<file path="src/hw/rtl/differential_psk_demod_pll_assert.svh">
// Assertion macros for the differential PSK demodulator.
`ifndef DIFFERENTIAL_PSK_DEMOD_PLL_ASSERT_SVH
`define DIFFERENTIAL_PSK_DEMOD_PLL_ASSERT_SVH
`ifndef SYNTHESIS
`define DPD_ASSERT_IMPL(label, ante, cons, msg) \
	label: assert property (@(posedge clk) disable iff (!arst_n) (ante) |-> (cons)) \
		else $error(msg);
`define DPD_ASSERT_NEXT(label, ante, cons, msg) \
	label: assert property (@(posedge clk) disable iff (!arst_n) (ante) |=> (cons)) \
		else $error(msg);
`else
`define DPD_ASSERT_IMPL(label, ante, cons, msg)
`define DPD_ASSERT_NEXT(label, ante, cons, msg)
`endif
`endif

</file>
<file path="src/hw/rtl/dpd_pkg.sv">
// Shared types and constants for the differential PSK demodulator.
package dpd_pkg;
	localparam int SAMPLE_W_DEF = 16;
	localparam int ANGLE_W_DEF  = 16;
	localparam int CORDIC_STEPS = 24;
	localparam int STEP_W       = 5;
	localparam int GUARD        = 16;
	localparam int INV_GAIN     = 39797;

	localparam logic [2:0] REG_MOD   = 3'd0;
	localparam logic [2:0] REG_ALPHA = 3'd1;
	localparam logic [2:0] REG_BETA  = 3'd2;
	localparam logic [2:0] REG_FUP   = 3'd3;
	localparam logic [2:0] REG_FLO   = 3'd4;

	typedef struct packed {
		logic load;
		logic rot_step;
		logic rot_done;
		logic mix;
		logic vec_init;
		logic vec_step;
		logic gain;
		logic update;
	} cmd_t;

	function automatic logic [31:0] atan_at(input logic [STEP_W-1:0] k);
		logic [31:0] r;
		case (k)
			5'd0: r = 32'd536870912;  5'd1: r = 32'd316933406;
			5'd2: r = 32'd167458907;  5'd3: r = 32'd85004756;
			5'd4: r = 32'd42667331;   5'd5: r = 32'd21354465;
			5'd6: r = 32'd10679838;   5'd7: r = 32'd5340245;
			5'd8: r = 32'd2670163;    5'd9: r = 32'd1335087;
			5'd10: r = 32'd667544;    5'd11: r = 32'd333772;
			5'd12: r = 32'd166886;    5'd13: r = 32'd83443;
			5'd14: r = 32'd41722;     5'd15: r = 32'd20861;
			5'd16: r = 32'd10430;     5'd17: r = 32'd5215;
			5'd18: r = 32'd2608;      5'd19: r = 32'd1304;
			5'd20: r = 32'd652;       5'd21: r = 32'd326;
			5'd22: r = 32'd163;       5'd23: r = 32'd81;
			default: r = 32'd0;
		endcase
		return r;
	endfunction
endpackage

</file>
<file path="src/hw/rtl/dpd_ctrl.sv">
// Sequencer for the demodulator: rotation, mixing, vectoring and loop update.
module dpd_ctrl (
	input  logic clk,
	input  logic arst_n,
	input  logic in_fire,
	input  logic out_free,
	output logic busy,
	output logic out_load,
	output logic [dpd_pkg::STEP_W-1:0] step,
	output dpd_pkg::cmd_t cmd
);
	localparam logic [2:0] S_IDLE = 3'd0;
	localparam logic [2:0] S_ROT  = 3'd1;
	localparam logic [2:0] S_MIX  = 3'd2;
	localparam logic [2:0] S_VEC  = 3'd3;
	localparam logic [2:0] S_GAIN = 3'd4;
	localparam logic [2:0] S_UPD  = 3'd5;
	localparam logic [2:0] S_INIT = 3'd6;
	localparam logic [2:0] S_FIN  = 3'd7;

	logic [2:0] state_q;
	logic [dpd_pkg::STEP_W-1:0] cnt_q;
	logic last;

	assign last = (cnt_q == dpd_pkg::STEP_W'(dpd_pkg::CORDIC_STEPS - 1));
	assign step = cnt_q;
	assign busy = (state_q != S_IDLE);
	assign out_load = (state_q == S_UPD) && out_free;

	always_comb begin
		cmd = '0;
		cmd.load = in_fire;
		unique case (state_q)
			S_IDLE: ;
			S_ROT: cmd.rot_step = 1'b1;
			S_FIN: cmd.rot_done = 1'b1;
			S_MIX: cmd.mix = 1'b1;
			S_INIT: cmd.vec_init = 1'b1;
			S_VEC: cmd.vec_step = 1'b1;
			S_GAIN: cmd.gain = 1'b1;
			S_UPD: cmd.update = out_free;
			default: ;
		endcase
	end

	always_ff @(posedge clk or negedge arst_n) begin
		if (!arst_n) begin
			state_q <= S_IDLE;
			cnt_q <= '0;
		end else begin
			unique case (state_q)
				S_IDLE: if (in_fire) begin
					state_q <= S_ROT;
					cnt_q <= '0;
				end
				S_ROT: begin
					cnt_q <= cnt_q + 1'b1;
					if (last) state_q <= S_FIN;
				end
				S_FIN: state_q <= S_MIX;
				S_MIX: state_q <= S_INIT;
				S_INIT: begin
					state_q <= S_VEC;
					cnt_q <= '0;
				end
				S_VEC: begin
					cnt_q <= cnt_q + 1'b1;
					if (last) state_q <= S_GAIN;
				end
				S_GAIN: state_q <= S_UPD;
				S_UPD: if (out_free) state_q <= S_IDLE;
				default: state_q <= S_IDLE;
			endcase
		end
	end
endmodule

</file>
<file path="config.mk">
export PLATFORM = sky130hd
export DESIGN_NAME = dpd_ctrl
export DESIGN_NICKNAME = d
export VERILOG_FILES = /design/src/hw/rtl/differential_psk_demod_pll_assert.svh /design/src/hw/rtl/dpd_pkg.sv /design/src/hw/rtl/dpd_ctrl.sv
export SDC_FILE = /design/constraint.sdc
export NUM_CORES = 1
export LEC_CHECK = 0
export ABC_AREA = 1
export BUFFER_PORTS_ARGS = -buffer_cell sky130_fd_sc_hd__buf_4
export CORE_UTILIZATION = 43
export DETAILED_ROUTE_END_ITERATION = 10
export GPL_ROUTABILITY_DRIVEN = 0
export PLACE_DENSITY = 0.82
export SKIP_CTS_REPAIR_TIMING = 1
export SLEW_MARGIN = 20
export SYNTH_ARGS = -nofsm -noshare
export SYNTH_HDL_FRONTEND = slang
export SYNTH_SLANG_ARGS = --single-unit
export TNS_END_PERCENT = 5
</file>
<file path="constraint.sdc">
create_clock -name clk -period 1.1 [get_ports clk]
set_input_delay 0.22 -clock clk [delete_from_list [all_inputs] [get_ports clk]]
set_output_delay 0.22 -clock clk [all_outputs]
set_load 0.01 [all_outputs]
</file>
# Word level (Yosys, flattened, before mapping)
# Index checks and enable logic that the tools add are counted.
word_totals:
  ff_bits: 8
  latchBits: 0
  ram_bits: 0
  mem_bits_ro: 0
  in_bits: 4
  out_inout_bits: 15
  word_cells: 36
  memories: 0
classes:
  add_sub_neg: 1
  n_mul: 0
  n_div: 0
  n_lt_le_gt_ge: 0
  n_eq_ne: 12
  shifts: 0
  n_mux: 14
  bitwise_logic: 0
  reduce_logical: 7
op_table:
  columns: ["op", "count"]
  rows:
  - ["3-bit case mux with 8 select lines", 1]
  - ["5-bit case mux with 3 select lines", 1]
  - ["3-bit equality test (second input constant)", 4]
  - ["3-bit 2-to-1 mux", 4]
  - ["2-bit inequality test (second input constant)", 4]
  - ["1-bit 2-to-1 mux", 7]
  - ["3-bit by 2-bit equality test with 1-bit output (second input constant)", 2]
  - ["3-bit nonzero test", 2]
  - ["5-bit by 1-bit adder with 5-bit output (second input constant)", 1]
  - ["5-bit equality test (second input constant)", 1]
  - ["5-bit 2-to-1 mux", 1]
  - ["4-bit AND reduction", 1]
  - ["3-bit by 1-bit equality test with 1-bit output (second input constant)", 1]
  - ["3-bit logical NOT", 1]
  - ["2-bit AND reduction", 1]
  - ["2-bit OR reduction", 1]
  - ["1-bit logical AND", 1]

# Longest topological paths before layout
# Gate-level depths: netlist of run 1.
logic_depth:
  word_depth: 4
  depth_mapped: 8
  ltp_nobuf: 7

# Least setup slack after synthesis of run 1
# No wires, ideal clock.
synth_timing:
  path_type: "reg-to-output"
  from: "reg state_q[1]"
  to: "out cmd[0] in the netlist's numbering"
  t_arrival_ps: 1038
  t_required_ps: 880
  path_slack_ps: -158
  stages_incl_launch_ff: 4
  path_buffers: 2
  path_cell_list: "dfrtp_1 > buf_6 > nor3_1 > buf_4"
synth_lines:
  columns: ["element", "line_no", "text"]
  rows:
  - ["start: declaration", "dpd_ctrl.sv:21", "logic [2:0] state_q;"]
  - ["start signal: assignment", "dpd_ctrl.sv:48", "state_q <= S_IDLE;"]
  - ["start signal: assignment", "dpd_ctrl.sv:53", "state_q <= S_ROT;"]
  - ["start signal: assignment", "dpd_ctrl.sv:58", "if (last) state_q <= S_FIN;"]
  - ["end: declaration", "dpd_ctrl.sv:10", "output dpd_pkg::cmd_t cmd"]

==> results.md, run 1 <==
* flop to output port — Setup Crit Path Kind
* state_q[2] — origin of the critical flop-to-flop path
* 0 — antenna violations before repair
* 556 — via count of the first global-routing pass
* 8 — clock net sink count
* 8 — flip-flop and latch count after synthesis
* 5.03 — detailed-route vias per instance
* 129 — number of standard cells in the layout, taps in and fillers out
* 0 — number of diodes
* 4 — total iterations of the first detailed-routing run
* 86 — number of filler instances in the final layout
* 48.9% — effective utilization at floorplan
* 121 — net count reported at finish
* 3 — CTS buffer count
* 2 — maximum buffer depth of the clock tree
* 1090 um — DPL Wire Length
* input port to async pin — type of the tightest min-delay check
* buf_6, nand3_2, inv_2, buf_4 — ordered cell list for the critical path
* 705 MHz — Highest Clock Rate
* 238 ps — slew of the pin with the lowest slew margin
* 0.00156 V — worst vdd rail ir drop
* 0 — final hold vios
* 34.5% — share of Yosys cell area claimed by the top area cell type
* sky130_fd_sc_hd__clkbuf_4 — clock root buffer master
* 87 — gate count after technology mapping
* 6 — maximum net fanout on the critical path
* 129% — portion of the clock cycle consumed by the worst path in the final layout
* output port — critical path endpoint category
* 1590 um — final wirelength
* 9.56 ps — Layout Skew
* 124 — placed insts
* 2260 um — first-pass GRT wire length
* sky130_fd_sc_hd__dfrtp_1 — most area-hungry cell type in the Yosys netlist
* 0.00150 mm2 — floorplan die area
* complete, but fails checks — outcome
* 6.67 um2 — Avg Inst Size Synth
* 1 — number of H-tree branching levels
* 18 — count of buffers inserted at the top-level ports
* 34.5% — sequential area share after synthesis
* 0 — count of max-cap constraint violations
* setup timing — violated checks
* 38.7 um — Die H
* 54.7% — area delta synth->final
* 0.00119 mm2 — core outline area
* 52.2% — proportion of layout cells with a drive suffix above 1
* 92 — net count of the mapped netlist
* 22.5% — overall track demand over capacity in global routing
* 480 ps — largest incremental delay on the critical path
* 3010 mW/mm2 — power density over the cells
* 18 — Setup Viol. Count Final
* 1420 ps — Min Clock Period, post-route
* built — clock tree from TritonCTS
* true — setup repair after global routing missed its margin
* 880 ps — data required time at the worst endpoint
* 19 — distinct cell type count after synthesis
* state_q[1] — timing startpoint of the critical path
* 0 — gr ovfl total
* 307 ps — final worst hold slack
* 19 — Boundary Pins
* 0.491 nW — Leakage
* flip-flops — gate family responsible for the most delay along the worst path
* 9 — maximum number of pins on one net before global-route repair
* 75.7% — fin util
* 18 — Iter 0 DRT Violations
* 581 um2 — cell area after technology mapping
* 84.1% — worst rel slew slack
* -318 ps — worst setup margin
* 3 — Bufs and invs on worst path
* 12 — Std-Cell Rows
* 12.3 um — post-DR wirelength/cell
* 0 — warning count from the yosys run
* 0 — DRC violation count after routing
* 0 — number of max-slew violations in the final report
* 270 ps — clock insertion delay at the later pin of the skew report
* 60 ps — clock slew seen by the registers of the worst setup and hold paths
* 649 — total via count after detailed routing
* sky130_fd_sc_hd__dfrtp_1, sky130_fd_sc_hd__nand2_1, sky130_fd_sc_hd__nand3_1, sky130_fd_sc_hd__inv_1, sky130_fd_sc_hd__nor2_1 — main area contributors after synthesis
* sky130_fd_sc_hd__dfrtp_2 — slowest cell on the critical path
* flop — Critical Path Source Type
* 38.7 um — Horiz. Die Dim
* 1200 ps — arrival time reported for the critical path endpoint
* 0 — antenna-violating nets left
==> routing by layer <==
| metal | track usage, % | vias to the layer above | routed length, um |
|---|---|---|---|
| met5 | 0 | - | 0 |
| met1 | 26.9 | 301 | 684 |
| met4 | 0.862 | 0 | 18 |
| met3 | 11.0 | 2 | 79 |
| met2 | 37.9 | 20 | 803 |
| li1 | - | 326 | - |
==> where the power goes <==
group	switching, mW	internal [mW]
clock	0.117	0.140
combinational	0.961	0.819
sequential	0.225	0.440
total	1.30	1.40
==> stage by stage <==
step	instance area [um2]	TNS [ps]	power (mW)	setup WS (ps)
after detailed placement	785	-1290	2.13	-135
after floorplan	598	-71.3	1.54	-31.5
after global placement	785	-787	2.09	-105
after CTS	811	-4110	2.39	-377
final	898	-2930	2.70	-318
after global routing	898	-3920	2.92	-358
==> synthesized netlist by cell type <==
library cell               number
sky130_fd_sc_hd__a21oi_1        1
sky130_fd_sc_hd__a21oi_2        1
sky130_fd_sc_hd__buf_4          3
sky130_fd_sc_hd__buf_6          1
sky130_fd_sc_hd__clkinv_1       1
sky130_fd_sc_hd__dfrtp_1        8
sky130_fd_sc_hd__ha_1           1
sky130_fd_sc_hd__inv_1         12
sky130_fd_sc_hd__inv_2          2
sky130_fd_sc_hd__nand2_1       26
sky130_fd_sc_hd__nand2_2        1
sky130_fd_sc_hd__nand3_1       11
sky130_fd_sc_hd__nand4_1        1
sky130_fd_sc_hd__nor2_1        10
sky130_fd_sc_hd__nor2_4         1
sky130_fd_sc_hd__nor3_1         1
sky130_fd_sc_hd__o21ai_0        2
sky130_fd_sc_hd__o21ai_2        3
sky130_fd_sc_hd__xor2_1         1
==> worst reg2reg max path, stage by stage, from the launching register on <==
cell and delay [ps]:
sky130_fd_sc_hd__dfrtp_2 500, sky130_fd_sc_hd__nand2_2 120, sky130_fd_sc_hd__nor2_1 130, sky130_fd_sc_hd__nand2_1 90, sky130_fd_sc_hd__nand2_1 90, sky130_fd_sc_hd__nor2_1 50
sky130_fd_sc_hd__nand2_1 60, sky130_fd_sc_hd__nand2_1 40
==> placed cells by master (no fill, tap or decap), drive strengths merged <==
cell / synthesis / layout
ha: 1 / 1
nor2: 11 / 11
clkbuf: 0 / 4
buf: 4 / 27
dlygate4sd3: 0 / 1
nor3: 1 / 1
dfrtp: 8 / 8
a21oi: 2 / 2
nand3: 11 / 11
o21ai: 5 / 5
nand4: 1 / 1
nand2: 27 / 27
inv: 14 / 15
xor2: 1 / 1
==> logic make-up (layout without fill, tap and decap cells) <==
group | Yosys count | in the layout | share of synthesized area, %
AND/OR/NAND/NOR | 51 | 51 | 37.7
buffers and inverters | 19 | 47 | 15.5
flip-flops | 8 | 8 | 34.5
AO/OA/AOI/OAI | 7 | 7 | 8.62
adder cells (fa/ha/maj) | 1 | 1 | 2.15
XOR/XNOR | 1 | 1 | 1.51
==> area by class of cell <==
type | instances | area [um2] | share of cell area, %
inverter | 15 | 61.3 | 6.82
multi-input combinational | 60 | 352 | 39.1
tap | 14 | 17.5 | 1.95
sequential | 8 | 206 | 23.0
timing repair buffer | 28 | 235 | 26.2
clock buffer | 4 | 26.3 | 2.92
==> state kept, by name, indices dropped and copies added, names as in the netlist <==
signal	count
step	5
state_q	3
==> final timing paths <==
check                      slack, ps  cells past startpoint          to
max                             -320                      4      cmd[2]
min                              310                      2  state_q[0]
max reg2reg                      -90                      7  state_q[0]
min reg2reg                      560                      2     step[0]
max in group asynchronous        640                      2     step[0]
min in group clk                 350                      4  state_q[0]
Power figures use the tool's default switching activity.
==> run 2, diff against run 1 <==
--- a/config.mk
+++ b/config.mk
@@ -7,6 +7,7 @@
 export LEC_CHECK = 0
 export ABC_AREA = 1
 export BUFFER_PORTS_ARGS = -buffer_cell sky130_fd_sc_hd__buf_4
+export CORE_MARGIN = 2
 export CORE_UTILIZATION = 43
 export DETAILED_ROUTE_END_ITERATION = 10
 export GPL_ROUTABILITY_DRIVEN = 0
==> results.md, run 2 (synthesis results as in run 1) <==
* 18 — count of buffers inserted at the top-level ports, unchanged
* step[0] — origin of the critical flop-to-flop path, was state_q[2]
* 1.27 mW — net load switching power, was 1.30 mW
* complete, but fails checks — outcome, unchanged
* 1.44 mW — cell internal power dissipation, was 1.40 mW
* 70.6% — fin util, was 75.7%
* 91 — number of filler instances in the final layout, was 86
* 17 — Setup Viol. Count Final, was 18
* 1380 ps — Min Clock Period, post-route, was 1420 ps
* met1 — busiest layer in global routing, was met2
* sky130_fd_sc_hd__buf_4, sky130_fd_sc_hd__nand2_1, sky130_fd_sc_hd__inv_1, sky130_fd_sc_hd__nor2_1, sky130_fd_sc_hd__nand3_1 — most frequent cells in the layout, was sky130_fd_sc_hd__nand2_1, sky130_fd_sc_hd__buf_4, sky130_fd_sc_hd__nor2_1
* 0.00157 V — worst vdd rail ir drop, was 0.00156 V
* 67.5% — Comb pwr share, was 65.9%
* 5 — flip-flop count of the largest register, all copies and words added, unchanged
* 2 — maximum buffer depth of the clock tree, unchanged
* 3 — CTS buffer count, unchanged
* 1160 ps — arrival time reported for the critical path endpoint, was 1200 ps
* 123 — net count reported at finish, was 121
* 305 ps — final worst hold slack, was 307 ps
* 0 — final hold vios, unchanged
* true — setup repair after global routing missed its margin, unchanged
* 2990 mW/mm2 — power density over the cells, was 3010 mW/mm2
* 29.7% — met1 usage in global routing, was 26.9%
* 5.12 — detailed-route vias per instance, was 5.03
* 85.2% — worst rel slew slack, was 84.1%
* -281 ps — worst setup margin, was -318 ps
* 0 — count of max-cap constraint violations, unchanged
* 1140 um — DPL Wire Length, was 1090 um
* 724 MHz — Highest Clock Rate, was 705 MHz
* 676 — total via count after detailed routing, was 649
* setup timing — violated checks, unchanged
* 801 um2 — cell area reported after detailed placement, was 785 um2
* 4 — total iterations of the first detailed-routing run, unchanged
* 880 ps — data required time at the worst endpoint, about the same
* state_q[1] — worst flop-to-flop path endpoint, was state_q[0]
* output port — critical path endpoint category, unchanged
* 9.1% — clock power share, was 9.5%
* 4 — maximum net fanout on the critical path, was 6
* 45.2% — effective utilization at floorplan, was 48.9%
* 1550 um — final wirelength, was 1590 um
* 18 — Iter 0 DRT Violations, unchanged
* 907 um2 — post-route cell area, was 898 um2
* built — clock tree from TritonCTS, unchanged
* flop to output port — Setup Crit Path Kind, unchanged
* 6.52% — met3 routing resource usage after global routing, was 11.0%
* 2250 um — first-pass GRT wire length, was 2260 um
* -126 ps — worst-case setup slack after placement, was -135 ps
* 20.6% — overall track demand over capacity in global routing, was 22.5%
* 539 — via count of the first global-routing pass, was 556
* 13.7 ps — Layout Skew, was 9.56 ps
* flop — Critical Path Source Type, unchanged
* 0 — number of max-slew violations in the final report, unchanged
* 29.4% — global-route met2 utilization, was 37.9%
* 60 ps — clock slew seen by the registers of the worst setup and hold paths, about the same
* 222 ps — slew of the pin with the lowest slew margin, was 238 ps
* 19 — Boundary Pins, unchanged
* 13 — Std-Cell Rows, was 12
* 11.7 um — post-DR wirelength/cell, was 12.3 um
* 7 — Worst Reg-to-Reg Cells, unchanged
* 0 — antenna-violating nets left, unchanged
* 0.513 nW — Leakage, was 0.491 nW
* sky130_fd_sc_hd__clkbuf_4 — clock root buffer master, unchanged
* -80 ps — reg-to-reg slack, setup, was -90 ps
* 9 — maximum number of pins on one net before global-route repair, unchanged
* 47.0% — proportion of total power due to net switching, was 48.2%
* 260 ps — clock insertion delay at the later pin of the skew report, was 270 ps
* sky130_fd_sc_hd__buf_4 — commonest non-fill, non-tap cell in the layout
* 23.5% — power share of the sequential group, was 24.6%
* 48.7% — proportion of layout cells with a drive suffix above 1, was 52.2%
* 1 — number of H-tree branching levels, unchanged
* 56.2% — area delta synth->final, was 54.7%
* 40.7 um — Die H, was 38.7 um
* 0 — gr ovfl total, unchanged
* 40.7 um — Horiz. Die Dim, was 38.7 um
* 0 — antenna violations before repair, unchanged
* 0 — number of diodes, unchanged
* 0.00128 mm2 — core outline area, was 0.00119 mm2
* 126% — portion of the clock cycle consumed by the worst path in the final layout, was 129%
* 0 — DRC violation count after routing, unchanged
* input port to async pin — type of the tightest min-delay check, unchanged
* 8 — clock net sink count, unchanged
* 0.00166 mm2 — floorplan die area, was 0.00150 mm2
run 2: cell type report:
class | instances | area, um2 | area share, %
inverters | 15 | 61.3 | 6.76
well taps | 15 | 18.8 | 2.07
repair buffers | 30 | 250 | 27.6
flip-flops and latches | 8 | 204 | 22.5
multi-input cells | 60 | 347 | 38.2
clock buffers | 4 | 26.3 | 2.90
run 2: power groups by stage:
stage          Clock, mW  Sequential [mW]  Combinational (mW)
2_1_floorplan          0            0.572               0.968
3_3_place_gp           0            0.560                1.57
3_5_place_dp           0            0.567                1.62
4_1_cts            0.252            0.563                1.63
5_1_grt            0.275            0.660                2.01
6_report           0.246            0.637                1.83
run 2: worst max-delay path: stages (launching register included):
cell and delay, ps:
sky130_fd_sc_hd__dfrtp_1 420, sky130_fd_sc_hd__buf_4 170, sky130_fd_sc_hd__nor3_4 180, sky130_fd_sc_hd__buf_4 140
run 2: per-layer routing:
layer / vias to the layer above / wire length (um)
met1: 311 / 692
met4: 0 / 38
met5: - / 0
li1: 329 / -
met2: 29 / 733
met3: 7 / 85
run 2: worst max path at each step:
stage	cells after the start	start	to	slack, ps
3_5_place_dp	7	state_q[2]	state_q[1]	-130
5_1_grt	4	state_q[2]	cmd[4]	-320
4_1_cts	3	state_q[2]	out_load	-320
2_1_floorplan	7	step[0]	state_q[0]	-30
3_3_place_gp	7	state_q[2]	state_q[1]	-90
6_report	3	state_q[1]	out_load	-280
run 2: through the flow:
step | setup TNS (ps) | total power, mW | instances
floorplan | -71.3 | 1.54 | 87
global placement | -335 | 2.13 | 127
detailed placement | -722 | 2.19 | 127
CTS | -3310 | 2.44 | 131
global route | -3790 | 2.94 | 132
finish | -2660 | 2.71 | 132
